`src/rtl/ptle_pkg.sv`:
```
package ptle_pkg;

  // Width of a vertex index on the ports and in storage.
  localparam int unsigned IDX_W = 16;
  // Number of significant index bits (8..32); higher bits of an index are dropped.
  localparam int unsigned INDEX_BITS = 16;
  localparam logic [IDX_W-1:0] IDX_MASK =
    IDX_W'((64'hFFFF_FFFF >> (32 - INDEX_BITS)) & 64'hFFFF);

  localparam int unsigned CNT_W = 16;
  localparam logic [CNT_W-1:0] COUNT_MAX = '1;

  localparam int unsigned MAX_LINES = 4;
  localparam int unsigned LCNT_W = 3;  // holds 0..MAX_LINES
  localparam int unsigned LSEL_W = 2;  // selects one of MAX_LINES

  localparam int unsigned QDEPTH = 4;
  localparam int unsigned QAW = 2;

  localparam int unsigned CFG_IDX_W = 1;
  localparam int unsigned CFG_DATA_W = 3;

  typedef enum logic [CFG_IDX_W-1:0] {
    REG_PRIMITIVE_MODE = 1'b0,
    REG_QUADS_SINGLE   = 1'b1
  } cfg_reg_t;

  typedef enum logic [2:0] {
    MODE_TRIANGLES  = 3'd0,
    MODE_TRI_STRIP  = 3'd1,
    MODE_TRI_FAN    = 3'd2,
    MODE_QUADS      = 3'd3,
    MODE_QUAD_STRIP = 3'd4,
    MODE_POLYGON    = 3'd5
  } prim_mode_t;

  typedef struct packed {
    logic [IDX_W-1:0] vertex_index;
    logic             batch_end;
  } vertex_word_t;

  typedef struct packed {
    logic [IDX_W-1:0] line_start;
    logic [IDX_W-1:0] line_end;
    logic             last_line;
  } line_word_t;

  typedef struct packed {
    logic [IDX_W-1:0] from_idx;
    logic [IDX_W-1:0] to_idx;
  } line_pair_t;

  // All lines caused by one vertex word.
  typedef struct packed {
    line_pair_t [MAX_LINES-1:0] pairs;
    logic [LCNT_W-1:0]          count;
  } line_job_t;

  typedef struct packed {
    logic full;
    logic empty;
  } queue_status_t;

endpackage

```
`src/rtl/ptle_front.sv`:
```
module ptle_front (
  input  logic                           clk,
  input  logic                           rst,
  input  logic                           vertex_valid,
  output logic                           vertex_stall,
  input  ptle_pkg::vertex_word_t         vertex,
  input  logic                           cfg_we,
  input  logic [ptle_pkg::CFG_IDX_W-1:0] cfg_index,
  input  logic [ptle_pkg::CFG_DATA_W-1:0] cfg_data,
  input  ptle_pkg::queue_status_t        q_status,
  output logic                           push,
  output ptle_pkg::line_job_t            job
);
  import ptle_pkg::*;

  logic [2:0]       primitive_mode;
  logic             quads_single;
  logic [CNT_W-1:0] position_count;
  logic [2:0]       pos_mod6;      // position_count % 6, frozen at saturation
  logic [IDX_W-1:0] recent_indices [3];
  logic [IDX_W-1:0] group_indices [3];
  logic [IDX_W-1:0] batch_first_index;

  logic             accept;
  logic [IDX_W-1:0] v, a, b, c, f;
  logic [CNT_W-1:0] p;
  logic             p_odd;
  logic             is_end;

  assign v      = vertex.vertex_index & IDX_MASK;
  assign is_end = vertex.batch_end;
  assign p      = position_count;
  assign p_odd  = position_count[0];
  assign a      = recent_indices[0];
  assign b      = recent_indices[1];
  assign c      = recent_indices[2];
  assign f      = batch_first_index;

  assign vertex_stall = q_status.full;
  assign accept       = vertex_valid && !q_status.full;
  assign push         = accept && (job.count != '0);

  function automatic line_pair_t mk(input logic [IDX_W-1:0] s, input logic [IDX_W-1:0] e);
    line_pair_t r;
    r.from_idx = s;
    r.to_idx   = e;
    return r;
  endfunction

  // Line generation; pairs[0] goes out first.
  always_comb begin
    job.pairs = '0;
    job.count = '0;
    case (primitive_mode)
      MODE_TRIANGLES: begin
        if (pos_mod6 == 3'd2 || pos_mod6 == 3'd5) begin
          job.pairs[0] = mk(b, a);
          job.pairs[1] = mk(a, v);
          job.pairs[2] = mk(v, b);
          job.count    = LCNT_W'(3);
        end
      end
      MODE_TRI_STRIP: begin
        if (p == CNT_W'(2)) begin
          job.pairs[0] = mk(b, a);
          job.pairs[1] = mk(b, v);
          job.pairs[2] = mk(a, v);
          job.count    = LCNT_W'(3);
        end else if (p > CNT_W'(2)) begin
          job.pairs[0] = mk(b, v);
          job.pairs[1] = mk(a, v);
          job.count    = LCNT_W'(2);
        end
      end
      MODE_TRI_FAN: begin
        if (p == CNT_W'(2)) begin
          job.pairs[0] = mk(f, a);
          job.pairs[1] = mk(f, v);
          job.pairs[2] = mk(a, v);
          job.count    = LCNT_W'(3);
        end else if (p > CNT_W'(2)) begin
          job.pairs[0] = mk(f, v);
          job.pairs[1] = mk(a, v);
          job.count    = LCNT_W'(2);
        end
      end
      MODE_QUADS: begin
        if (quads_single) begin
          if (p == CNT_W'(3)) begin
            job.pairs[0] = mk(c, b);
            job.pairs[1] = mk(b, a);
            job.pairs[2] = mk(a, v);
            job.pairs[3] = mk(v, c);
            job.count    = LCNT_W'(4);
          end
        end else if (pos_mod6 == 3'd5) begin
          job.pairs[0] = mk(group_indices[0], group_indices[1]);
          job.pairs[1] = mk(group_indices[1], group_indices[2]);
          job.pairs[2] = mk(group_indices[2], v);
          job.pairs[3] = mk(v, group_indices[0]);
          job.count    = LCNT_W'(4);
        end
      end
      MODE_QUAD_STRIP: begin
        if (p == CNT_W'(3)) begin
          job.pairs[0] = mk(c, b);
          job.pairs[1] = mk(b, a);
          job.pairs[2] = mk(c, v);
          job.pairs[3] = mk(a, v);
          job.count    = LCNT_W'(4);
        end else if (p > CNT_W'(3) && p_odd) begin
          job.pairs[0] = mk(b, a);
          job.pairs[1] = mk(c, v);
          job.pairs[2] = mk(a, v);
          job.count    = LCNT_W'(3);
        end
      end
      MODE_POLYGON: begin
        if (p != '0) begin
          job.pairs[0] = mk(a, v);
          if (is_end) begin
            job.pairs[1] = mk(v, f);
            job.count    = LCNT_W'(2);
          end else begin
            job.count    = LCNT_W'(1);
          end
        end else if (is_end) begin
          // single-index polygon: degenerate closing line
          job.pairs[0] = mk(v, v);
          job.count    = LCNT_W'(1);
        end
      end
      default: begin
        job.count = '0;
      end
    endcase
  end

  always_ff @(posedge clk) begin
    if (rst) begin
      primitive_mode <= '0;
      quads_single   <= 1'b0;
    end else if (cfg_we) begin
      case (cfg_reg_t'(cfg_index))
        REG_PRIMITIVE_MODE: primitive_mode <= cfg_data;
        REG_QUADS_SINGLE:   quads_single   <= cfg_data[0];
        default: ;
      endcase
    end
  end

  always_ff @(posedge clk) begin
    if (rst) begin
      position_count <= '0;
      pos_mod6       <= '0;
    end else if (accept) begin
      if (is_end) begin
        position_count <= '0;
        pos_mod6       <= '0;
      end else if (position_count != COUNT_MAX) begin
        position_count <= position_count + CNT_W'(1);
        pos_mod6       <= (pos_mod6 == 3'd5) ? 3'd0 : pos_mod6 + 3'd1;
      end
    end
  end

  always_ff @(posedge clk) begin
    if (accept) begin
      recent_indices[2] <= b;
      recent_indices[1] <= a;
      recent_indices[0] <= v;
      if (pos_mod6 < 3'd3) begin
        group_indices[pos_mod6[1:0]] <= v;
      end
      if (position_count == '0) begin
        batch_first_index <= v;
      end
    end
  end

endmodule

```
`src/rtl/ptle_queue.sv`:
```
module ptle_queue (
  input  logic                    clk,
  input  logic                    rst,
  input  logic                    push,
  input  ptle_pkg::line_job_t     push_job,
  input  logic                    pop,
  output ptle_pkg::line_job_t     head_job,
  output ptle_pkg::queue_status_t status
);
  import ptle_pkg::*;

  line_job_t      entries [QDEPTH];
  logic [QAW-1:0] wr_ptr;
  logic [QAW-1:0] rd_ptr;
  logic [QAW:0]   fill;

  assign status.full  = (fill == (QAW+1)'(QDEPTH));
  assign status.empty = (fill == '0);
  assign head_job     = entries[rd_ptr];

  always_ff @(posedge clk) begin
    if (rst) begin
      wr_ptr <= '0;
      rd_ptr <= '0;
      fill   <= '0;
    end else begin
      if (push) begin
        wr_ptr <= wr_ptr + QAW'(1);
      end
      if (pop) begin
        rd_ptr <= rd_ptr + QAW'(1);
      end
      if (push && !pop) begin
        fill <= fill + (QAW+1)'(1);
      end else if (pop && !push) begin
        fill <= fill - (QAW+1)'(1);
      end
    end
  end

  always_ff @(posedge clk) begin
    if (push) begin
      entries[wr_ptr] <= push_job;
    end
  end

endmodule

```
`src/rtl/ptle_back.sv`:
```
module ptle_back (
  input  logic                    clk,
  input  logic                    rst,
  input  ptle_pkg::line_job_t     head_job,
  input  ptle_pkg::queue_status_t q_status,
  output logic                    pop,
  output logic                    line_valid,
  input  logic                    line_stall,
  output ptle_pkg::line_word_t    line
);
  import ptle_pkg::*;

  logic [LSEL_W-1:0] sel;
  logic [LSEL_W-1:0] sel_next;
  logic              load;
  logic              is_last;
  logic              line_valid_next;
  line_word_t        line_next;

  assign load    = (!line_valid || !line_stall) && !q_status.empty;
  assign is_last = ({1'b0, sel} == head_job.count - LCNT_W'(1));
  assign pop     = load && is_last;

  always_comb begin
    line_next.line_start = head_job.pairs[sel].from_idx;
    line_next.line_end   = head_job.pairs[sel].to_idx;
    line_next.last_line  = is_last;
    if (load) begin
      sel_next        = is_last ? '0 : sel + LSEL_W'(1);
      line_valid_next = 1'b1;
    end else begin
      sel_next        = sel;
      line_valid_next = line_valid && line_stall;
    end
  end

  always_ff @(posedge clk) begin
    if (rst) begin
      sel        <= '0;
      line_valid <= 1'b0;
    end else begin
      sel        <= sel_next;
      line_valid <= line_valid_next;
    end
  end

  always_ff @(posedge clk) begin
    if (load) begin
      line <= line_next;
    end
  end

endmodule

```
`src/rtl/primitive_to_line_index_expander_unit.sv`:
```
// Wireframe line expander for filled-primitive index batches.
//
// Vertex channel (vertex_valid / vertex_stall / vertex): one vertex index
// per word, batch_end set on the last index of a batch. Line channel
// (line_valid / line_stall / line): one line segment per word, last_line
// set on the final line caused by a vertex word.
// Config port: cfg_we with cfg_index 0 = primitive_mode, 1 = quads_single;
// write only while the block is idle.
//
// The front stage takes a vertex word in any cycle the line-job queue
// (4 entries) has room, and turns it into 0..4 lines in the same cycle.
// The back stage sends one line per cycle from an output register while
// line_stall is low and the queue holds a job; the first line of a vertex
// word is written into the queue, then loaded into the output register.
// Sustained rate is set by the one-line output and the lines per index.
// A stalled line word is held; the queue keeps taking vertices until full,
// then vertex_stall rises.
// Reset (rst, synchronous) empties queue and output, clears the batch
// position and sets both config registers to zero.
module primitive_to_line_index_expander_unit (
  input  logic                            clk,
  input  logic                            rst,
  input  logic                            vertex_valid,
  output logic                            vertex_stall,
  input  ptle_pkg::vertex_word_t          vertex,
  output logic                            line_valid,
  input  logic                            line_stall,
  output ptle_pkg::line_word_t            line,
  input  logic                            cfg_we,
  input  logic [ptle_pkg::CFG_IDX_W-1:0]  cfg_index,
  input  logic [ptle_pkg::CFG_DATA_W-1:0] cfg_data
);
  import ptle_pkg::*;

  // front -> queue
  logic          push;
  line_job_t     push_job;
  // queue -> back
  line_job_t     head_job;
  queue_status_t q_status;
  logic          pop;

  ptle_front u_front (
    .clk          (clk),
    .rst          (rst),
    .vertex_valid (vertex_valid),
    .vertex_stall (vertex_stall),
    .vertex       (vertex),
    .cfg_we       (cfg_we),
    .cfg_index    (cfg_index),
    .cfg_data     (cfg_data),
    .q_status     (q_status),
    .push         (push),
    .job          (push_job)
  );

  ptle_queue u_queue (
    .clk      (clk),
    .rst      (rst),
    .push     (push),
    .push_job (push_job),
    .pop      (pop),
    .head_job (head_job),
    .status   (q_status)
  );

  ptle_back u_back (
    .clk        (clk),
    .rst        (rst),
    .head_job   (head_job),
    .q_status   (q_status),
    .pop        (pop),
    .line_valid (line_valid),
    .line_stall (line_stall),
    .line       (line)
  );

endmodule

```
`config.mk`:
```
export PLATFORM = sky130hd
export DESIGN_NAME = primitive_to_line_index_expander_unit
export DESIGN_NICKNAME = d
export VERILOG_FILES = /design/src/rtl/ptle_pkg.sv /design/src/rtl/ptle_front.sv /design/src/rtl/ptle_queue.sv /design/src/rtl/ptle_back.sv /design/src/rtl/primitive_to_line_index_expander_unit.sv
export SDC_FILE = /design/constraint.sdc
export NUM_CORES = 1
export LEC_CHECK = 0
export BUFFER_PORTS_ARGS = -buffer_cell sky130_fd_sc_hd__buf_2
export CORE_ASPECT_RATIO = 1.4
export CORE_MARGIN = 2
export CORE_UTILIZATION = 30
export DETAILED_ROUTE_END_ITERATION = 16
export SKIP_CTS_REPAIR_TIMING = 1
export SLEW_MARGIN = 5
export SYNTH_ARGS = -nofsm -noshare
export SYNTH_HDL_FRONTEND = slang
export SYNTH_HIERARCHICAL = 1
export SYNTH_SLANG_ARGS = --single-unit
```
`constraint.sdc`:
```
create_clock -name clk -period 6.36 [get_ports clk]
set_input_delay 0.636 -clock clk [delete_from_list [all_inputs] [get_ports clk]]
set_output_delay 0.636 -clock clk [all_outputs]
set_load 0.03 [all_outputs]
```
==> flow_metrics.tcl, run 1 <==
set metrics [dict create \
    synthXorXnorAreaFrac_pct 0.804 \
    placed_area_sq_mm 0.0310 \
    worst_clock_skew_ns 0.0270 \
    stdcell_area_sq_mm 0.0331 \
    gr-total-overflow 0 \
    finalNetCount 1707 \
    ys_types 69 \
    row_count 135 \
    hold-path-endpoint "u_front/quads_single$_SDFFE_PP0P_" \
    crit_top_cell "buf_4" \
    drc 0 \
    reg2reg_slack_ns 1.77 \
    cp_max_fo 35 \
    arrival_ns 4.84 \
    synth_mux_area_share_pct 12.8 \
    fin_hold_ws_ns 0.303 \
    cp-start-kind "flop" \
    rsz0062_at_grt "false" \
    grt_max_degree 70 \
    root_buffer "clkbuf_16" \
    status "finished, final reports clean" \
    hold_violations 0 \
    cts_tree "yes" \
    hold_start "cfg_we" \
    yosysTopAreaCellShare_pct 68.3 \
    final_cell_mix "edfxtp_1 (669), mux4_2 (158), nand2_1 (132), a22oi_1 (92), a22o_1 (72)" \
    synth_compound_area_share_pct 7.38 \
    ys_warn_count 6 \
    fin_cells 3024 \
    cellPowerDensity_mw_per_mm2 289 \
    cts_num_sinks 704 \
    drive_gt1_share_pct 22.1 \
    cpPeakStageDelay_ns 0.79 \
    period_share_pct 72.2 \
    synth_flop_cell "edfxtp_1" \
    grt_first_pass_wirelength_um 113000 \
    ir_drop_mv 0.218 \
    place_congestion 0.894 \
    avgSynthCellArea_sq_um 17.8 \
    drv_cap 0 \
    finalSetupViolations 0 \
    synth-seq-cells 704 \
    fin_crit_ns 4.59 \
    placedCellCount 2908 \
    drt_first_pass_iters 7 \
    synth_simple_gate_area_share_pct 5.12 \
    crit_chain "nor4_2 > nand2_2 > and4b_1 > o21a_1 > buf_4 > nor2_1 > a31oi_1 > and2_4 > buf_4" \
    critical-path-slowest-cell "and4b_1" \
    drv_slew 0 \
    syn_inst 1650 \
    track_usage_pct 15.2 \
    viasPerCell 5.33 \
    tightest_slew_ns 1.21 \
    vias 16100 \
    cp_top_family "simple AND/OR/NAND/NOR gates" \
    drt-initial-drc-count 1760 \
    clock_latency_ns 0.63 \
    synth_top_cell_by_area "edfxtp_1" \
    initial_utilization_pct 30.3 \
    portBuffers 60 \
    syn_nets 1687 \
    area_growth_pct 12.6 \
    cp_num_buf_inv 2 \
    wl_per_cell_um 25.5 \
    final_antenna_net_count 0 \
    end_kind "flop" \
    crit_type "reg -> reg" \
    ys_top_cells_by_area "edfxtp_1 (68%), mux4_2 (12%), dfxtp_1 (2.4%)" \
    max_slew_margin_pct 19.1 \
    worst_r2r_endpoint "u_queue/entries[0][122]$_DFFE_PP_" \
    grt_pass1_vias 16300 \
    synth_top_family_by_area "multiplexers" \
    reg2regPathDepth 9 \
    ctsHtreeMaxLevel 2 \
    final_common_cell "edfxtp_1" \
    yosysSeqAreaShare_pct 70.7 \
    clock_path_buffers 3 \
    cts_made_buffers 61 \
    core_region_area_sq_mm 0.0970 \
    die_area_sq_mm 0.101 \
    io_pins 61 \
    clk_pin_slew_ns 0.06 \
    die_w_um 269 \
    p_leak_nw 10.1 \
    power.total_mw 9.57 \
    synthAdderAreaFrac_pct 0.494 \
    cp.required_ns 6.61 \
    die_height_um 374 \
    fmax_ghz 0.218 \
    antenna_found_initial 6 \
    synth_edf_count 669 \
    dp_hpwl_um 49500 \
    holdPathStages 3 \
    tns_ns 0 \
    routed_wl_um 77200 \
    async_flop_share_pct 0 \
    min_path_type "in -> reg" \
    synth_area_sq_mm 0.0294 \
    r2r_start "u_front/p[2]$_SDFFE_PP0P_" \
]
flip-flops by register name (all words and copies together), names as in the netlist, named ones only:
register / flops
u_front/p: 16
u_front/quads_single: 1
u_back/line: 33
u_back/sel: 2
u_queue/wr_ptr: 2
u_front/recent_indices: 48
u_front/batch_first_index: 16
u_queue/rd_ptr: 2
u_queue/entries: 524
u_front/group_indices: 48
u_back/line_valid: 1
u_front/pos_mod6: 3
u_queue/fill: 3
u_front/primitive_mode: 3
synthesized netlist by cell type (3+ instances only):
library cell  number
a31oi_1           14
nand2b_1           7
clkbuf_2           9
a221oi_1          11
buf_6             13
buf_2             43
a21o_1             5
mux4_1             5
a32oi_1            7
nand3_1           40
a22o_1            72
a21boi_0           3
a221o_1           12
and3_1             5
nor3b_1            4
nor2_1            61
buf_4              3
xnor2_1            4
edfxtp_1         669
a21oi_1           22
a22oi_1           92
mux4_2           158
xor2_1            18
nor3_1             5
inv_1             15
and2_1            13
nor2b_1            3
nand2_1          132
mux2i_1            7
o211ai_1          15
ha_1              10
and4_1             3
nand4_1           20
clkbuf_1          57
o21ai_0           10
dfxtp_1           35
buf_1              7
kinds of logic (layout without fill, tap and decap cells):
family	Yosys count	after routing
fa+ha+maj	11	11
compound gates	277	277
mux	170	170
other cells	0	2
flops	704	704
xor+xnor	24	24
simple gates	313	313
buf+inv	151	222
cell type report:
cell class | instances | area (sq um)
Clock buffer | 75 | 1650
Sequential cell | 704 | 20800
Timing Repair Buffer | 93 | 623
Multi-Input combinational cell | 795 | 7900
Inverter | 15 | 56.3
Antenna cell | 2 | 5.00
Fill cell | 9117 | 63800
Clock inverter | 39 | 439
Tap cell | 1301 | 1630
report_power, final:
part	internal (mW)	leakage [nW]	switching (mW)
clock	2.21	1.02	1.66
combinational	0.142	2.85	0.305
sequential	5.16	6.25	0.0920
worst reg2reg max path, delay by kind of cell, from the launching register on:
kind | cells | cell delay (ns)
AND/OR/NAND/NOR | 5 | 2.21
buffers and inverters | 2 | 0.86
AO/OA/AOI/OAI | 2 | 0.75
flip-flops | 1 | 0.37
stage by stage:
stage,util [%],setup slack [ns]
finish,34.1,1.77
global placement,32.0,1.89
CTS,34.1,1.79
detailed placement,32.0,1.80
global route,34.1,1.57
floorplan,-,0.528
worst max path at each step:
stage / from / end / slack [ns] / depth (start not counted)
4_1_cts: u_front/p[11]$_SDFFE_PP0P_ / u_queue/entries[0][127]$_DFFE_PP_ / 1.79 / 9
3_5_place_dp: u_front/p[11]$_SDFFE_PP0P_ / u_queue/entries[0][124]$_DFFE_PP_ / 1.80 / 9
3_3_place_gp: u_front/p[2]$_SDFFE_PP0P_ / u_queue/entries[2][91]$_DFFE_PP_ / 1.89 / 9
6_report: u_front/p[2]$_SDFFE_PP0P_ / u_queue/entries[0][122]$_DFFE_PP_ / 1.77 / 9
5_1_grt: u_front/p[2]$_SDFFE_PP0P_ / u_queue/entries[2][47]$_DFFE_PP_ / 1.57 / 9
2_1_floorplan: u_front/p[2]$_SDFFE_PP0P_ / u_queue/entries[0][0]$_DFFE_PP_ / 0.53 / 7
routing by layer:
layer | wire (um) | global-route usage, % | share of wire (%)
met1 | 27900 | 17.9 | 36
met2 | 39400 | 26.7 | 51
met3 | 4940 | 1.97 | 6.4
met4 | 4890 | 8.61 | 6.3
met5 | 46 | 0 | 0.060
(Power assumes the default switching activity.)
==> run 2, diff against run 1 <==
==> constraint.sdc (replaced) <==
create_clock -name clk -period 3.75 [get_ports clk]
set_input_delay 0.375 -clock clk [delete_from_list [all_inputs] [get_ports clk]]
set_output_delay 0.375 -clock clk [all_outputs]
set_load 0.03 [all_outputs]
==> run 2 against run 1 <==
  * The run now ends with hold timing left
  * Sequential cell count is the same
  * Sequential share of layout area decreased by 0.64 points
  * Total power increased by 67%
  * Sequential power increased by 69%
  * Combinational power is 79% higher
  * First-iteration DRC count increased by 20%
  * Worst hold slack worse by 0.31 ns
  * Largest cell class unchanged
==> flow_metrics.tcl, run 2 (synthesis gave the netlist of run 1 again) <==
set metrics [dict create \
    clock_latency_ns 0.63 \
    portBuffers 60 \
    cp.required_ns 4.31 \
    fin_crit_ns 3.35 \
    hold_start "cfg_data[2]" \
    worst_r2r_endpoint "u_queue/fill[2]$_SDFFE_PP0P_" \
    cts_tree "yes" \
    hold_violations 1 \
    busiest_layer "met2" \
    antenna_found_initial 13 \
    grt_max_degree 129 \
    reg2reg_slack_ns 0.40 \
    fin_hold_ws_ns -0.00284 \
    regMostFlops "u_queue/entries" \
    arrival_ns 3.90 \
    rsz0062_at_grt "false" \
    p_comb_share_pct 5.0 \
    cts_num_sinks 704 \
    end_kind "flop" \
    r2r_start "u_front/pos_mod6[0]$_SDFFE_PP0P_" \
    p_seq_share_pct 55.4 \
    grt_pass1_vias 17000 \
    p_int_mw 12.4 \
    cp_max_fo 9 \
    clk_pin_slew_ns 0.06 \
    p_leak_nw 10.3 \
    area_growth_pct 13.8 \
    cellPowerDensity_mw_per_mm2 478 \
    cp-start-kind "flop" \
    cpPeakStageDelay_ns 0.45 \
    fmax_ghz 0.299 \
    viasPerCell 5.33 \
    row_count 135 \
    tns_ns 0 \
    wl_per_cell_um 25.1 \
    p_sw_mw 3.61 \
    final_cell_mix "edfxtp_1 (669), mux4_2 (158), nand2_1 (132), a22oi_1 (92), a22o_1 (72)" \
    use_met3_pct 3.34 \
    die_height_um 374 \
    track_usage_pct 15.5 \
    crit_chain "or3b_1 > a2111oi_4 > a21oi_1 > o21ai_2 > inv_1 > a31oi_1 > buf_4 > ha_1 > inv_1 > fa_1 > xor2_1 > or3_1 > a21oi_1" \
    worst_clock_skew_ns 0.0214 \
    die_w_um 269 \
    power.total_mw 16.0 \
    clockPowerShare_pct 39.6 \
    routed_wl_um 77200 \
    reg2regPathDepth 13 \
    gr-total-overflow 0 \
    drt-initial-drc-count 2120 \
    status "finished with violations" \
    final_common_cell "edfxtp_1" \
    met2_usage_pct 26.8 \
    clock_path_buffers 3 \
    largest_reg_flops 524 \
    drive_gt1_share_pct 23.5 \
    final_antenna_net_count 0 \
    die_area_sq_mm 0.101 \
    ir_drop_mv 0.294 \
    core_region_area_sq_mm 0.0970 \
    met1_usage_pct 18.0 \
    cp_top_family "compound AO/OA/AOI/OAI gates" \
    dp_hpwl_um 48500 \
    max_slew_margin_pct 17.8 \
    root_buffer "clkbuf_16" \
    initial_utilization_pct 30.3 \
    finalSetupViolations 0 \
    grt_first_pass_wirelength_um 114000 \
    drv_slew 0 \
    period_share_pct 89.2 \
    drt_first_pass_iters 6 \
    hold-path-endpoint "u_front/primitive_mode[2]$_SDFFE_PP0P_" \
    cts_made_buffers 66 \
    finalNetCount 1752 \
    ctsHtreeMaxLevel 3 \
    violations "hold timing" \
    critical-path-slowest-cell "or3b_1" \
    io_pins 61 \
    min_path_type "in -> reg" \
    swShare_pct 22.5 \
    crit_type "reg -> reg" \
    tightest_slew_ns 1.23 \
    cp_num_buf_inv 3 \
    place_congestion 0.895 \
    drc 0 \
    vias 16400 \
    drv_cap 0 \
    holdPathStages 3 \
]
-- run 2: cell types whose count changed in the layout (fill, tap and decap cells not counted), sizes merged --
cell      previous run  this run
diode                2         4
inv                 17        20
bufinv               9         0
clkinv              23        29
clkinvlp             5         2
clkbuf              75        84
buf                 93       133
-- run 2: per-stage QoR --
stage                     hold slack (ns)  util, %  area [sq um]  std cells  setup WS [ns]
after global placement              0.510     32.4         31400       2948          0.386
after detailed placement            0.505     32.4         31400       2948          0.447
final                            -0.00284     34.5         33400       3072          0.405
after floorplan                     0.424        -         29400       1650         -0.650
after CTS                         -0.0389     34.5         33400       3068          0.407
after global routing               0.0313     34.5         33400       3068          0.150
-- run 2: metal layers --
layer  vias up  wire [um]
met5         -         72
met4        12       4080
met3       269       6270
met2       826      39300
met1      8373      27500
li1       6883          -
-- run 2: worst min-delay path: stages --
cell and delay (ns):
buf_2 0.08, mux2i_1 0.06, nor2_1 0.08
-- run 2: final cells by class --
cell class | instances | area [sq um]
diodes | 4 | 10.0
clock buffers | 84 | 1760
clock inverters | 36 | 262
fillers | 9111 | 63500
inverters | 15 | 56.3
multi-input cells | 795 | 7910
flip-flops and latches | 704 | 20800
well taps | 1301 | 1630
repair buffers | 133 | 1020
-- run 2: power by group through the flow --
stage / clock (mW) / sequential (mW) / combinational, mW
floorplan: 0 / 9.04 / 0.473
global placement: 0 / 9.03 / 0.805
detailed placement: 0 / 9.04 / 0.815
CTS: 6.49 / 8.87 / 0.816
global route: 6.78 / 8.88 / 0.854
finish: 6.33 / 8.87 / 0.802
-- run 2: worst max-delay path by stage --
stage                                            endpoint                              from  cells after the start  slack (ns)
after floorplan           u_queue/entries[1][0]$_DFFE_PP_         u_front/p[2]$_SDFFE_PP0P_                      7       -0.65
after global placement       u_queue/fill[2]$_SDFFE_PP0P_  u_front/pos_mod6[0]$_SDFFE_PP0P_                     13        0.39
after detailed placement     u_queue/fill[2]$_SDFFE_PP0P_  u_front/pos_mod6[0]$_SDFFE_PP0P_                     13        0.45
after CTS                    u_queue/fill[2]$_SDFFE_PP0P_  u_front/pos_mod6[0]$_SDFFE_PP0P_                     13        0.41
after global routing         u_queue/fill[2]$_SDFFE_PP0P_         u_front/p[0]$_SDFFE_PP0P_                     14        0.15
final                        u_queue/fill[2]$_SDFFE_PP0P_  u_front/pos_mod6[0]$_SDFFE_PP0P_                     13        0.40
==> run 3, diff against run 2 <==
--- a/config.mk
+++ b/config.mk
@@ -10,6 +10,7 @@
 export CORE_MARGIN = 2
 export CORE_UTILIZATION = 30
 export DETAILED_ROUTE_END_ITERATION = 16
+export GPL_TIMING_DRIVEN = 0
 export SKIP_CTS_REPAIR_TIMING = 1
 export SLEW_MARGIN = 5
 export SYNTH_ARGS = -nofsm -noshare
==> run 3 against run 2 <==
  * The run ends with setup timing left
  * Non-clock buffer count grew 123
  * Wire length grew 23%
  * Combinational power grew 22%
  * Sequential cell count is the same
  * Sequential share of layout area shrank 2.0 points
  * Die area is the same
  * First-iteration DRC count shrank 5.2%
  * Clock power grew 13%
  * Clock-buffer cell count shrank 7
  * Final area grew 3.2%
  * Highest routed layer unchanged
==> flow_metrics.tcl, run 3 (synthesis gave the netlist of run 1 again) <==
set metrics [dict create \
    status "finished with violations" \
    violations "setup timing" \
    clock_path_buffers 3 \
    grt_pass1_vias 17200 \
    wl_per_cell_um 29.6 \
    critical-path-slowest-cell "clkbuf_1" \
    finalSetupViolations 8 \
    viasPerCell 5.39 \
    final_common_cell "edfxtp_1" \
    stdcell_area_sq_mm 0.0345 \
    drc 0 \
    post-route-util_pct 35.6 \
    largest_reg_flops 524 \
    row_count 135 \
    drv_slew 0 \
    p_sw_mw 3.82 \
    fin_crit_ns 3.80 \
    crit_top_cell "buf_2" \
    cts_made_buffers 67 \
    hold_violations 0 \
    final_cell_mix "edfxtp_1 (669), mux4_2 (158), nand2_1 (132), buf_2 (101), a22oi_1 (92)" \
    final_antenna_net_count 0 \
    root_buffer "clkbuf_16" \
    cts_num_sinks 704 \
    vias 17200 \
    fin_hold_ws_ns 0.0179 \
    track_usage_pct 18.5 \
    ir_drop_mv 0.297 \
    grt_first_pass_wirelength_um 130000 \
    tns_ns -0.304 \
    reg2regPathDepth 8 \
    drt_first_pass_iters 7 \
    dp_hpwl_um 63600 \
    die_w_um 269 \
    core_region_area_sq_mm 0.0970 \
    antenna_found_initial 5 \
    cellPowerDensity_mw_per_mm2 491 \
    p_seq_share_pct 52.2 \
    gr-total-overflow 0 \
    drt-initial-drc-count 2009 \
    place_congestion 0.961 \
    setup_ws_ns -0.0540 \
    io_pins 61 \
    cp.required_ns 4.16 \
    pre_cts_ws_ns -1.39 \
    routed_wl_um 94700 \
    grt_max_degree 55 \
    period_share_pct 101 \
    die_area_sq_mm 0.101 \
    worst_clock_skew_ns 0.0262 \
    p_int_mw 13.1 \
    cts_tree "yes" \
    arrival_ns 4.21 \
    placed_area_sq_mm 0.0317 \
    regMostFlops "u_queue/entries" \
    holdPathStages 1 \
    end_kind "flop" \
    clk_pin_slew_ns 0.07 \
    tightest_slew_ns 1.12 \
    initial_utilization_pct 30.3 \
    max_slew_margin_pct 25.2 \
    cpPeakStageDelay_ns 0.85 \
    crit_chain "buf_2 > and3b_1 > and3_1 > buf_2 > and2_1 > clkbuf_1 > a22oi_1 > nand4_1" \
    die_height_um 374 \
    drv_cap 0 \
    p_comb_share_pct 5.8 \
    cp_max_fo 11 \
    clockPowerShare_pct 42.1 \
    portBuffers 60 \
    cp-start-kind "flop" \
    fmax_ghz 0.263 \
    p_leak_nw 10.9 \
    n_fill_cell 9120 \
    area_growth_pct 17.4 \
    rsz0062_at_grt "true" \
    ctsHtreeMaxLevel 3 \
    clock_latency_ns 0.66 \
    finalNetCount 1880 \
    crit_type "reg -> reg" \
    drive_gt1_share_pct 25.6 \
    min_path_type "in -> reg" \
    swShare_pct 22.6 \
]
==> run 3: cell types whose count changed in the layout (fill, tap and decap cells not counted), moves of 5 or more <==
cell,previous run,this run
buf_1,0,6
buf_12,14,5
buf_2,60,101
buf_4,59,33
buf_6,0,19
bufinv_16,0,10
clkbuf_1,15,58
clkbuf_2,0,13
clkinv_1,14,7
clkinvlp_4,2,7
dlygate4sd3_1,0,20
==> run 3: per-layer routing <==
metal / vias to the layer above / GRT usage [%] / share of wire, %
li1: 7160 / - / -
met1: 9101 / 21.2 / 37
met2: 752 / 31.7 / 51
met3: 224 / 3.78 / 5.9
met4: 10 / 11.0 / 6.0
met5: - / 0 / 0.059
==> run 3: worst paths after layout <==
check	slack, ns	startpoint	end
setup reg to reg	-0.05	u_front/primitive_mode[0]$_SDFFE_PP0P_	u_queue/entries[0][19]$_DFFE_PP_
hold reg to reg	0.45	u_front/recent_indices[0][4]$_DFFE_PP_	u_front/recent_indices[0][20]$_DFFE_PP_
hold / removal	0.02	vertex[9]	u_front/batch_first_index[8]$_DFFE_PP_
setup / recovery	-0.05	u_front/primitive_mode[0]$_SDFFE_PP0P_	u_queue/entries[0][19]$_DFFE_PP_
==> run 3: power groups by stage <==
stage	clock, mW	combinational (mW)	sequential, mW
final	7.13	0.976	8.84
after global routing	7.55	1.02	8.85
after CTS	7.30	0.944	8.83
after detailed placement	0	0.941	9.00
after global placement	0	0.886	9.01
after floorplan	0	0.473	9.04
==> run 3: final cells by class <==
class                           instances  area (sq um)  area share (%)
Clock inverter                         42           577            1.67
Tap cell                             1301          1630            4.72
Buffer                                133           757            2.19
Timing Repair Buffer                  123           998            2.89
Sequential cell                       704         20800            60.2
Clock buffer                           77          1710            4.97
Inverter                               15          56.3           0.163
Antenna cell                            3          7.51          0.0218
Multi-Input combinational cell        799          7990            23.1
==> run 3: worst max-delay path: cells and delay by family (launching register included) <==
kind / cells / cell delay [ns]
simple gates: 4 / 1.52
buf+inv: 3 / 1.41
compound gates: 1 / 0.31
flops: 1 / 0.30
==> run 3: stage by stage <==
| step | instances | power [mW] |
|---|---|---|
| finish | 3197 | 16.9 |
| global route | 3194 | 17.4 |
| CTS | 3150 | 17.1 |
| detailed placement | 3031 | 9.95 |
| global placement | 3011 | 9.90 |
| floorplan | 1650 | 9.52 |
